$ cat config.mk
export PLATFORM = sky130hd
export DESIGN_NAME = sha224_hash_engine
export DESIGN_NICKNAME = d
export VERILOG_FILES = /design/src/sv/sha224_pkg.sv /design/src/sv/sha224_front.sv /design/src/sv/sha224_queue.sv /design/src/sv/sha224_back.sv /design/src/sv/sha224_hash_engine.sv
export VERILOG_INCLUDE_DIRS = /design/src /design/src/sv
export SDC_FILE = /design/constraint.sdc
export NUM_CORES = 2
export LEC_CHECK = 0
export ABC_AREA = 1
export BUFFER_PORTS_ARGS = -buffer_cell sky130_fd_sc_hd__clkbuf_2
export CORE_MARGIN = 5
export CORE_UTILIZATION = 42
export CTS_BUF_LIST = sky130_fd_sc_hd__clkbuf_8
export DETAILED_ROUTE_END_ITERATION = 10
export SYNTH_ARGS = -nofsm -noshare
export SYNTH_HDL_FRONTEND = slang
export SYNTH_SLANG_ARGS = --single-unit
export TNS_END_PERCENT = 5
$ cat constraint.sdc
create_clock -name clk -period 33.2 [get_ports clk]
set_clock_uncertainty 0.05 [all_clocks]
set_input_delay 3.32 -clock clk [delete_from_list [all_inputs] [get_ports clk]]
set_output_delay 3.32 -clock clk [all_outputs]
set_load 0.01 [all_outputs]
$ cat src/sv/sha224_hash_engine_defines.svh
// assertion macros shared by the sha224 engine rtl
// no dependencies
`ifndef SHA224_HASH_ENGINE_DEFINES_SVH
`define SHA224_HASH_ENGINE_DEFINES_SVH
// property must hold after a trigger in the same cycle
`define SHA_ASSERT_IMP(lbl, trig, prop) \
    lbl: assert property (@(posedge clk) disable iff (!rst_n) (trig) |-> (prop)) \
        else $error("assertion failed");
// property must hold in the cycle after a trigger
`define SHA_ASSERT_NEXT(lbl, trig, prop) \
    lbl: assert property (@(posedge clk) disable iff (!rst_n) (trig) |=> (prop)) \
        else $error("assertion failed");
`endif

$ cat src/sv/sha224_pkg.sv
// sha224 package: round constants, initial hash, queue entry type, state enums
// no dependencies
`default_nettype none
package sha224_pkg;

    // queue entry between front end and compression back end
    typedef struct packed {
        logic [31:0] word;
        logic        last;
    } sha_entry_t;

    typedef enum logic [2:0] {
        BE_LOAD,
        BE_ROUND,
        BE_ADD,
        BE_OUT
    } be_state_t;

    typedef enum logic [1:0] {
        FE_IDLE,
        FE_EXTRA,
        FE_ZERO,
        FE_LEN
    } fe_state_t;

    function automatic logic [31:0] round_k(input logic [5:0] t);
        logic [31:0] k;
        case (t)
            6'd0: k = 32'h428a2f98; 6'd1: k = 32'h71374491; 6'd2: k = 32'hb5c0fbcf;
            6'd3: k = 32'he9b5dba5; 6'd4: k = 32'h3956c25b; 6'd5: k = 32'h59f111f1;
            6'd6: k = 32'h923f82a4; 6'd7: k = 32'hab1c5ed5; 6'd8: k = 32'hd807aa98;
            6'd9: k = 32'h12835b01; 6'd10: k = 32'h243185be; 6'd11: k = 32'h550c7dc3;
            6'd12: k = 32'h72be5d74; 6'd13: k = 32'h80deb1fe; 6'd14: k = 32'h9bdc06a7;
            6'd15: k = 32'hc19bf174; 6'd16: k = 32'he49b69c1; 6'd17: k = 32'hefbe4786;
            6'd18: k = 32'h0fc19dc6; 6'd19: k = 32'h240ca1cc; 6'd20: k = 32'h2de92c6f;
            6'd21: k = 32'h4a7484aa; 6'd22: k = 32'h5cb0a9dc; 6'd23: k = 32'h76f988da;
            6'd24: k = 32'h983e5152; 6'd25: k = 32'ha831c66d; 6'd26: k = 32'hb00327c8;
            6'd27: k = 32'hbf597fc7; 6'd28: k = 32'hc6e00bf3; 6'd29: k = 32'hd5a79147;
            6'd30: k = 32'h06ca6351; 6'd31: k = 32'h14292967; 6'd32: k = 32'h27b70a85;
            6'd33: k = 32'h2e1b2138; 6'd34: k = 32'h4d2c6dfc; 6'd35: k = 32'h53380d13;
            6'd36: k = 32'h650a7354; 6'd37: k = 32'h766a0abb; 6'd38: k = 32'h81c2c92e;
            6'd39: k = 32'h92722c85; 6'd40: k = 32'ha2bfe8a1; 6'd41: k = 32'ha81a664b;
            6'd42: k = 32'hc24b8b70; 6'd43: k = 32'hc76c51a3; 6'd44: k = 32'hd192e819;
            6'd45: k = 32'hd6990624; 6'd46: k = 32'hf40e3585; 6'd47: k = 32'h106aa070;
            6'd48: k = 32'h19a4c116; 6'd49: k = 32'h1e376c08; 6'd50: k = 32'h2748774c;
            6'd51: k = 32'h34b0bcb5; 6'd52: k = 32'h391c0cb3; 6'd53: k = 32'h4ed8aa4a;
            6'd54: k = 32'h5b9cca4f; 6'd55: k = 32'h682e6ff3; 6'd56: k = 32'h748f82ee;
            6'd57: k = 32'h78a5636f; 6'd58: k = 32'h84c87814; 6'd59: k = 32'h8cc70208;
            6'd60: k = 32'h90befffa; 6'd61: k = 32'ha4506ceb; 6'd62: k = 32'hbef9a3f7;
            default: k = 32'hc67178f2;
        endcase
        return k;
    endfunction

    function automatic logic [31:0] init_h(input logic [2:0] i);
        logic [31:0] h;
        case (i)
            3'd0: h = 32'hc1059ed8; 3'd1: h = 32'h367cd507;
            3'd2: h = 32'h3070dd17; 3'd3: h = 32'hf70e5939;
            3'd4: h = 32'hffc00b31; 3'd5: h = 32'h68581511;
            3'd6: h = 32'h64f98fa7;
            default: h = 32'hbefa4fa4;
        endcase
        return h;
    endfunction

endpackage
`default_nettype wire

$ cat src/sv/sha224_front.sv
// front end: pads the message, counts bits, emits one schedule word per cycle while the queue does not stall
// depends on sha224_pkg and sha224_hash_engine_defines.svh
`default_nettype none
`include "sha224_hash_engine_defines.svh"
module sha224_front (
    input  wire logic                  clk,
    input  wire logic                  rst_n,
    input  wire logic                  in_valid,
    output logic                       in_stall,
    input  wire logic [31:0]           msg_word,
    input  wire logic [2:0]            valid_bytes,
    input  wire logic                  final_word,
    output logic                       q_valid,
    input  wire logic                  q_stall,
    output sha224_pkg::sha_entry_t     q_data
);

    sha224_pkg::fe_state_t state_reg, state_next;
    logic [63:0] len_reg, len_next;
    logic [3:0]  pos_reg, pos_next;
    logic        lenlo_reg, lenlo_next;
    logic [2:0]  nb;
    logic [31:0] keep, padw;
    logic        push;

    // clamp byte count and build the padded final word
    always_comb
    begin
        nb = (valid_bytes > 3'd4) ? 3'd4 : valid_bytes;
        case (nb)
            3'd0: keep = 32'h00000000;
            3'd1: keep = 32'hff000000;
            3'd2: keep = 32'hffff0000;
            3'd3: keep = 32'hffffff00;
            default: keep = 32'hffffffff;
        endcase
        case (nb)
            3'd0: padw = 32'h80000000;
            3'd1: padw = 32'h00800000;
            3'd2: padw = 32'h00008000;
            3'd3: padw = 32'h00000080;
            default: padw = 32'h0;
        endcase
    end

    assign push = q_valid && !q_stall;

    // padding sequencer
    always_comb
    begin
        state_next = state_reg;
        len_next   = len_reg;
        pos_next   = pos_reg;
        lenlo_next = lenlo_reg;
        q_valid    = 1'b0;
        q_data     = '0;
        in_stall   = 1'b1;
        case (state_reg)
            sha224_pkg::FE_IDLE:
            begin
                in_stall = q_stall;
                q_valid  = in_valid;
                if (!final_word)
                begin
                    q_data.word = msg_word;
                end
                else
                begin
                    q_data.word = (nb == 3'd4) ? msg_word : ((msg_word & keep) | padw);
                end
                if (push)
                begin
                    pos_next = pos_reg + 4'd1;
                    if (!final_word)
                    begin
                        len_next = len_reg + 64'd32;
                    end
                    else
                    begin
                        len_next = len_reg + {58'd0, nb, 3'd0};
                        if (nb == 3'd4)
                            state_next = sha224_pkg::FE_EXTRA;
                        else
                            state_next = sha224_pkg::FE_ZERO;
                    end
                end
            end
            sha224_pkg::FE_EXTRA:
            begin
                q_valid     = 1'b1;
                q_data.word = 32'h80000000;
                if (push)
                begin
                    pos_next   = pos_reg + 4'd1;
                    state_next = sha224_pkg::FE_ZERO;
                end
            end
            sha224_pkg::FE_ZERO:
            begin
                if (pos_reg == 4'd14)
                begin
                    state_next = sha224_pkg::FE_LEN;
                    lenlo_next = 1'b0;
                end
                else
                begin
                    q_valid = 1'b1;
                    if (push)
                        pos_next = pos_reg + 4'd1;
                end
            end
            sha224_pkg::FE_LEN:
            begin
                q_valid     = 1'b1;
                q_data.word = lenlo_reg ? len_reg[31:0] : len_reg[63:32];
                q_data.last = lenlo_reg;
                if (push)
                begin
                    pos_next   = pos_reg + 4'd1;
                    lenlo_next = 1'b1;
                    if (lenlo_reg)
                    begin
                        state_next = sha224_pkg::FE_IDLE;
                        len_next   = '0;
                        pos_next   = '0;
                    end
                end
            end
            default:
            begin
                state_next = sha224_pkg::FE_IDLE;
            end
        endcase
    end

    always_ff @(posedge clk or negedge rst_n)
    begin
        if (!rst_n)
        begin
            state_reg <= sha224_pkg::FE_IDLE;
            len_reg   <= '0;
            pos_reg   <= '0;
            lenlo_reg <= 1'b0;
        end
        else
        begin
            state_reg <= state_next;
            len_reg   <= len_next;
            pos_reg   <= pos_next;
            lenlo_reg <= lenlo_next;
        end
    end

    // the last-of-message marker only goes out at block position fifteen
    `SHA_ASSERT_IMP(a_last_pos, push && q_data.last, pos_reg == 4'd15)
    // no new input is taken while padding runs
    `SHA_ASSERT_IMP(a_no_take, state_reg != sha224_pkg::FE_IDLE, in_stall)
    // message words pass straight through when idle
    `SHA_ASSERT_IMP(a_idle_pass, state_reg == sha224_pkg::FE_IDLE, q_valid == in_valid)

endmodule
`default_nettype wire

$ cat src/sv/sha224_queue.sv
// short two-entry queue between front end and back end
// depends on sha224_pkg and sha224_hash_engine_defines.svh
`default_nettype none
`include "sha224_hash_engine_defines.svh"
module sha224_queue (
    input  wire logic              clk,
    input  wire logic              rst_n,
    input  wire logic              wr_valid,
    output logic                   wr_stall,
    input  wire sha224_pkg::sha_entry_t wr_data,
    output logic                   rd_valid,
    input  wire logic              rd_stall,
    output sha224_pkg::sha_entry_t rd_data
);

    sha224_pkg::sha_entry_t mem_reg [2];
    logic       wp_reg, rp_reg;
    logic [1:0] cnt_reg;
    logic       wr, rd;

    assign wr_stall = (cnt_reg == 2'd2);
    assign rd_valid = (cnt_reg != 2'd0);
    assign rd_data  = mem_reg[rp_reg];
    assign wr = wr_valid && !wr_stall;
    assign rd = rd_valid && !rd_stall;

    // entry storage
    always_ff @(posedge clk)
    begin
        if (wr)
            mem_reg[wp_reg] <= wr_data;
    end

    // pointers and fill count
    always_ff @(posedge clk or negedge rst_n)
    begin
        if (!rst_n)
        begin
            wp_reg  <= 1'b0;
            rp_reg  <= 1'b0;
            cnt_reg <= '0;
        end
        else
        begin
            if (wr)
                wp_reg <= ~wp_reg;
            if (rd)
                rp_reg <= ~rp_reg;
            cnt_reg <= cnt_reg + {1'b0, wr} - {1'b0, rd};
        end
    end

    `SHA_ASSERT_IMP(a_cnt_range, 1'b1, cnt_reg != 2'd3)
    `SHA_ASSERT_NEXT(a_cnt_full, wr && !rd && cnt_reg == 2'd1, wr_stall)
    `SHA_ASSERT_IMP(a_empty_idle, cnt_reg == 2'd0, !rd_valid)

endmodule
`default_nettype wire

$ cat src/sv/sha224_back.sv
// back end: schedule window, 64-round compression, digest output
// depends on sha224_pkg and sha224_hash_engine_defines.svh
`default_nettype none
`include "sha224_hash_engine_defines.svh"
module sha224_back (
    input  wire logic                   clk,
    input  wire logic                   rst_n,
    input  wire logic                   q_valid,
    output logic                        q_stall,
    input  wire sha224_pkg::sha_entry_t q_data,
    output logic                        out_valid,
    input  wire logic                   out_stall,
    output logic [31:0]                 digest_word,
    output logic [2:0]                  word_index,
    output logic                        last_of_digest
);

    sha224_pkg::be_state_t state_reg, state_next;
    logic [31:0] h_reg [8];
    logic [31:0] v_reg [8];
    logic [31:0] w_reg [16];
    logic [3:0]  pos_reg, pos_next;
    logic [5:0]  rnd_reg, rnd_next;
    logic        fin_reg, fin_next;
    logic [2:0]  oi_reg, oi_next;
    logic        take;
    logic        rnd_end;
    logic [31:0] wt, t1, t2, s0, s1, ws0, ws1, ch, maj;

    assign take = q_valid && !q_stall;
    assign rnd_end = (state_reg == sha224_pkg::BE_ROUND) && (rnd_reg == 6'd63);

    // message expansion and round function, one round per cycle
    always_comb
    begin
        ws1 = {w_reg[14][16:0], w_reg[14][31:17]} ^ {w_reg[14][18:0], w_reg[14][31:19]}
            ^ (w_reg[14] >> 10);
        ws0 = {w_reg[1][6:0], w_reg[1][31:7]} ^ {w_reg[1][17:0], w_reg[1][31:18]}
            ^ (w_reg[1] >> 3);
        wt  = (rnd_reg < 6'd16) ? w_reg[0] : (ws1 + w_reg[9] + ws0 + w_reg[0]);
        s1  = {v_reg[4][5:0], v_reg[4][31:6]} ^ {v_reg[4][10:0], v_reg[4][31:11]}
            ^ {v_reg[4][24:0], v_reg[4][31:25]};
        ch  = (v_reg[4] & v_reg[5]) ^ (~v_reg[4] & v_reg[6]);
        s0  = {v_reg[0][1:0], v_reg[0][31:2]} ^ {v_reg[0][12:0], v_reg[0][31:13]}
            ^ {v_reg[0][21:0], v_reg[0][31:22]};
        maj = (v_reg[0] & v_reg[1]) ^ (v_reg[0] & v_reg[2]) ^ (v_reg[1] & v_reg[2]);
        t1  = v_reg[7] + s1 + ch + sha224_pkg::round_k(rnd_reg) + wt;
        t2  = s0 + maj;
    end

    // control sequencer
    always_comb
    begin
        state_next = state_reg;
        pos_next   = pos_reg;
        rnd_next   = rnd_reg;
        fin_next   = fin_reg;
        oi_next    = oi_reg;
        q_stall    = 1'b1;
        out_valid  = 1'b0;
        case (state_reg)
            sha224_pkg::BE_LOAD:
            begin
                q_stall = 1'b0;
                if (take)
                begin
                    pos_next = pos_reg + 4'd1;
                    if (pos_reg == 4'd15)
                    begin
                        fin_next   = q_data.last;
                        rnd_next   = '0;
                        state_next = sha224_pkg::BE_ROUND;
                    end
                end
            end
            sha224_pkg::BE_ROUND:
            begin
                rnd_next = rnd_reg + 6'd1;
                if (rnd_reg == 6'd63)
                    state_next = sha224_pkg::BE_ADD;
            end
            sha224_pkg::BE_ADD:
            begin
                oi_next    = '0;
                state_next = fin_reg ? sha224_pkg::BE_OUT : sha224_pkg::BE_LOAD;
            end
            sha224_pkg::BE_OUT:
            begin
                out_valid = 1'b1;
                if (!out_stall)
                begin
                    oi_next = oi_reg + 3'd1;
                    if (oi_reg == 3'd6)
                        state_next = sha224_pkg::BE_LOAD;
                end
            end
            default:
            begin
                state_next = sha224_pkg::BE_LOAD;
            end
        endcase
    end

    assign digest_word    = h_reg[oi_reg];
    assign word_index     = oi_reg;
    assign last_of_digest = (oi_reg == 3'd6);

    // schedule window: shift in on load, shift with expansion during rounds
    always_ff @(posedge clk)
    begin
        if (take || state_reg == sha224_pkg::BE_ROUND)
        begin
            for (int i = 0; i < 15; i++)
                w_reg[i] <= w_reg[i + 1];
            w_reg[15] <= (state_reg == sha224_pkg::BE_ROUND) ? wt : q_data.word;
        end
    end

    // working variables and chaining state
    always_ff @(posedge clk or negedge rst_n)
    begin
        if (!rst_n)
        begin
            state_reg <= sha224_pkg::BE_LOAD;
            pos_reg   <= '0;
            rnd_reg   <= '0;
            fin_reg   <= 1'b0;
            oi_reg    <= '0;
            for (int i = 0; i < 8; i++)
            begin
                h_reg[i] <= sha224_pkg::init_h(3'(i));
                v_reg[i] <= '0;
            end
        end
        else
        begin
            state_reg <= state_next;
            pos_reg   <= pos_next;
            rnd_reg   <= rnd_next;
            fin_reg   <= fin_next;
            oi_reg    <= oi_next;
            if (take && pos_reg == 4'd15)
            begin
                for (int i = 0; i < 8; i++)
                    v_reg[i] <= h_reg[i];
            end
            else if (state_reg == sha224_pkg::BE_ROUND)
            begin
                for (int i = 1; i < 4; i++)
                    v_reg[i] <= v_reg[i - 1];
                for (int i = 5; i < 8; i++)
                    v_reg[i] <= v_reg[i - 1];
                v_reg[4] <= v_reg[3] + t1;
                v_reg[0] <= t1 + t2;
            end
            if (state_reg == sha224_pkg::BE_ADD)
            begin
                for (int i = 0; i < 8; i++)
                    h_reg[i] <= h_reg[i] + v_reg[i];
            end
            if (state_reg == sha224_pkg::BE_OUT && !out_stall && oi_reg == 3'd6)
            begin
                for (int i = 0; i < 8; i++)
                    h_reg[i] <= sha224_pkg::init_h(3'(i));
            end
        end
    end

    `SHA_ASSERT_IMP(a_idle_load, state_reg != sha224_pkg::BE_LOAD, q_stall)
    `SHA_ASSERT_NEXT(a_round_end, rnd_end, state_reg == sha224_pkg::BE_ADD)
    `SHA_ASSERT_IMP(a_out_pos, out_valid, pos_reg == 4'd0)

endmodule
`default_nettype wire

$ cat src/sv/sha224_hash_engine.sv
// sha224 engine: each 512-bit block is loaded, run through 64 rounds and added into the
// chaining state by the single round unit, which takes no new block words until it is done
// final word: the front end pads the block, spilling into one block more when padding
// does not fit; the seven digest items leave one per cycle while out_stall is low
// rst_n asynchronous active low restores the initial hash and clears counters
// depends on sha224_pkg, sha224_front, sha224_queue, sha224_back
`default_nettype none
module sha224_hash_engine (
    input  wire logic        clk,
    input  wire logic        rst_n,
    input  wire logic        in_valid,
    output logic             in_stall,
    input  wire logic [31:0] msg_word,
    input  wire logic [2:0]  valid_bytes,
    input  wire logic        final_word,
    output logic             out_valid,
    input  wire logic        out_stall,
    output logic [31:0]      digest_word,
    output logic [2:0]       word_index,
    output logic             last_of_digest
);

    sha224_pkg::sha_entry_t fq_data, qb_data;
    logic fq_valid, fq_stall, qb_valid, qb_stall;

    // padding front end
    sha224_front u_front (
        .clk, .rst_n, .in_valid, .in_stall, .msg_word, .valid_bytes, .final_word,
        .q_valid(fq_valid), .q_stall(fq_stall), .q_data(fq_data)
    );

    // decoupling queue
    sha224_queue u_queue (
        .clk, .rst_n,
        .wr_valid(fq_valid), .wr_stall(fq_stall), .wr_data(fq_data),
        .rd_valid(qb_valid), .rd_stall(qb_stall), .rd_data(qb_data)
    );

    // compression back end
    sha224_back u_back (
        .clk, .rst_n,
        .q_valid(qb_valid), .q_stall(qb_stall), .q_data(qb_data),
        .out_valid, .out_stall, .digest_word, .word_index, .last_of_digest
    );

endmodule
`default_nettype wire
==> metrics.cfg <==
[outcome]
status = finished, final reports clean

[worst_setup_path]
r2r_setup_slack_ns = 22.92
critPathArrivalTime_ns = 11.02
r2r_start = u_back.w_reg[1][212]$_DFFE_PP_
crit_fanout = 5
cp-end-kind = flop
worst_r2r_endpoint = u_back.v_reg[249]$_DFFE_PN0P_
worst_setup_path_start_kind = flop
max_stage_delay_ns = 0.55
critPathLaunch = u_back.w_reg[1][212]$_DFFE_PP_
worst_setup_path_endpoint = u_back.v_reg[249]$_DFFE_PN0P_
reg2reg_depth = 40
cpMaxStageDelayCell = fa_1
crit_type = flop to flop
cp.required_ns = 33.94

[cells_and_area]
instances_no_fill = 11700
areaGrowthSynthToFinish_pct = 9.96
final_nets = 9715
largest_reg_flops = 512
drive_gt1_frac = 0.0808

[clock_tree]
cts_tree = done
cts_hold_buf = 0
cts_buffer_depth = 3
numClockSinks = 1178
cts_setup_buffers = 0
path_clk_slew_ns = 0.06
cts_root_buffer = clkbuf_8
cts.htree.levels = 4
cts_buffers = 212
worst_skew_pair.late_latency_ns = 1.01
cts_resized = 0

[global_route]
grt_overflow = 0
antenna_found_initial = 14
grt_usage = 0.352
grt_start_max_net_pins = 131
grt_pass1_wl_um = 491000
grt_pass1_vias = 66900

[place]
gp_congestion = 0.998
dp.cells = 11300
io_buffers = 77
dpl.hpwl_um = 268000

[route]
num_vias = 69300
dr.pass1.iters = 9
drtIter0Drc = 7726
via_per_inst = 5.91
postRouteAntennaNets = 0
drt-total-wl_um = 347000
drcViolationCount = 0
wl_per_cell_um = 29.6

[timing]
drv_slew = 0
fmaxAchievable_mhz = 97.2
finalCriticalPeriod_ns = 10.28
finalSetupViolations = 0
hold_viol = 0
rsz0062_at_grt = no
worst_slew_pin_slew_ns = 1.40
max_slew_margin = 0.0650
tns_ns = 0
period_share = 0.310

[floorplanning]
start_util = 0.423
die_h_um = 439
core_area_um2 = 183000
ios = 78
die_width_um = 439
num_rows = 157
die-area_um2 = 193000

[logic_synthesis]
synthDistinctLibCells = 84
syn_avg_cell_area_um2 = 8.60
synth.cells.most_frequent = nand2_1, inv_1, o21ai_0
ys_seq_elements = 1178
syn_area_um2 = 77500
syn_nets = 9656
synthCells = 9002
ys_seq_area_frac = 0.420
synth_edf_count = 578
yosys.area.top_type = edfxtp_1
yosysWarnings = 0
yosysMostFrequentCell = nand2_1
synth_area_leaders = edfxtp_1, dfrtp_1, nand2_1
synthArstFlopShare = 0.509
synthFlopType = edfxtp_1
synth_top_area_frac = 0.224

[run]
maxCapViolCount = 0

[min_path]
min-delay-path-class = flop to flop

cell families after synthesis:
kind of cell | synth area share
xor+xnor | 0.0474
compound gates | 0.184
flops | 0.420
fa+ha+maj | 0.119
simple gates | 0.143
mux | 0.000905
buf+inv | 0.0857
cell type report:
class | instances | area [um^2]
Inverter | 1435 | 5410
Fill cell | 18000 | 98100
Timing Repair Buffer | 161 | 1040
Clock inverter | 151 | 1310
Sequential cell | 1178 | 32500
Multi-Input combinational cell | 6073 | 38300
Antenna cell | 7 | 17.5
Tap cell | 2464 | 3080
Clock buffer | 249 | 3430
layer usage:
| metal | wire length, um | track usage | part of all wire |
|---|---|---|---|
| met1 | 146000 | 0.479 | 0.42 |
| met2 | 151000 | 0.539 | 0.44 |
| met3 | 28900 | 0.0726 | 0.083 |
| met4 | 20400 | 0.165 | 0.059 |
| met5 | 69 | 0 | 0.00020 |
worst min-delay path by stage:
stage,from,endpoint,slack [ns],depth (start not counted)
floorplan,u_back.w_reg[0][132]$_DFFE_PP_,u_back.w_reg[0][100]$_DFFE_PP_,0.35,0
global placement,u_back.w_reg[0][98]$_DFFE_PP_,u_back.w_reg[0][66]$_DFFE_PP_,0.35,0
detailed placement,u_back.w_reg[0][164]$_DFFE_PP_,u_back.w_reg[0][132]$_DFFE_PP_,0.35,0
CTS,u_back.w_reg[1][95]$_DFFE_PP_,u_back.w_reg[1][63]$_DFFE_PP_,0.35,0
global route,u_back.w_reg[1][95]$_DFFE_PP_,u_back.w_reg[1][63]$_DFFE_PP_,0.34,0
finish,u_back.w_reg[0][177]$_DFFE_PP_,u_back.w_reg[0][145]$_DFFE_PP_,0.35,0
layout by cell type, fill, tap and decap left out, drive strengths merged, types with 231 or more instances in the layout:
cell type / count
nand3: 285
ha: 416
a21oi: 717
nor2: 577
nand2: 1479
edfxtp: 578
dfrtp: 470
inv: 1507
o21ai: 842
xor2: 231
clkbuf: 327
worst max-delay path: cells and delay by family (launching register included):
| family | cells | cell delay (ns) |
|---|---|---|
| AO/OA/AOI/OAI | 11 | 2.31 |
| flip-flops | 1 | 0.51 |
| adder cells (fa/ha/maj) | 9 | 3.96 |
| buffers and inverters | 4 | 0.32 |
| AND/OR/NAND/NOR | 12 | 1.75 |
| XOR/XNOR | 4 | 1.18 |
through the flow:
stage          setup slack [ns]  instance area (um^2)  hold WS (ns)   util
2_1_floorplan             19.76                 77500         0.350      -
5_1_grt                   22.42                 85200         0.343  0.465
4_1_cts                   22.86                 85100         0.351  0.464
6_report                  22.92                 85200         0.347  0.465
3_3_place_gp              22.95                 80400         0.350  0.439
3_5_place_dp              22.98                 80400         0.355  0.439
Power is left out: the tool's default activity adds up to more than one toggle a clock period on the data nets, which glitch-free logic cannot reach.
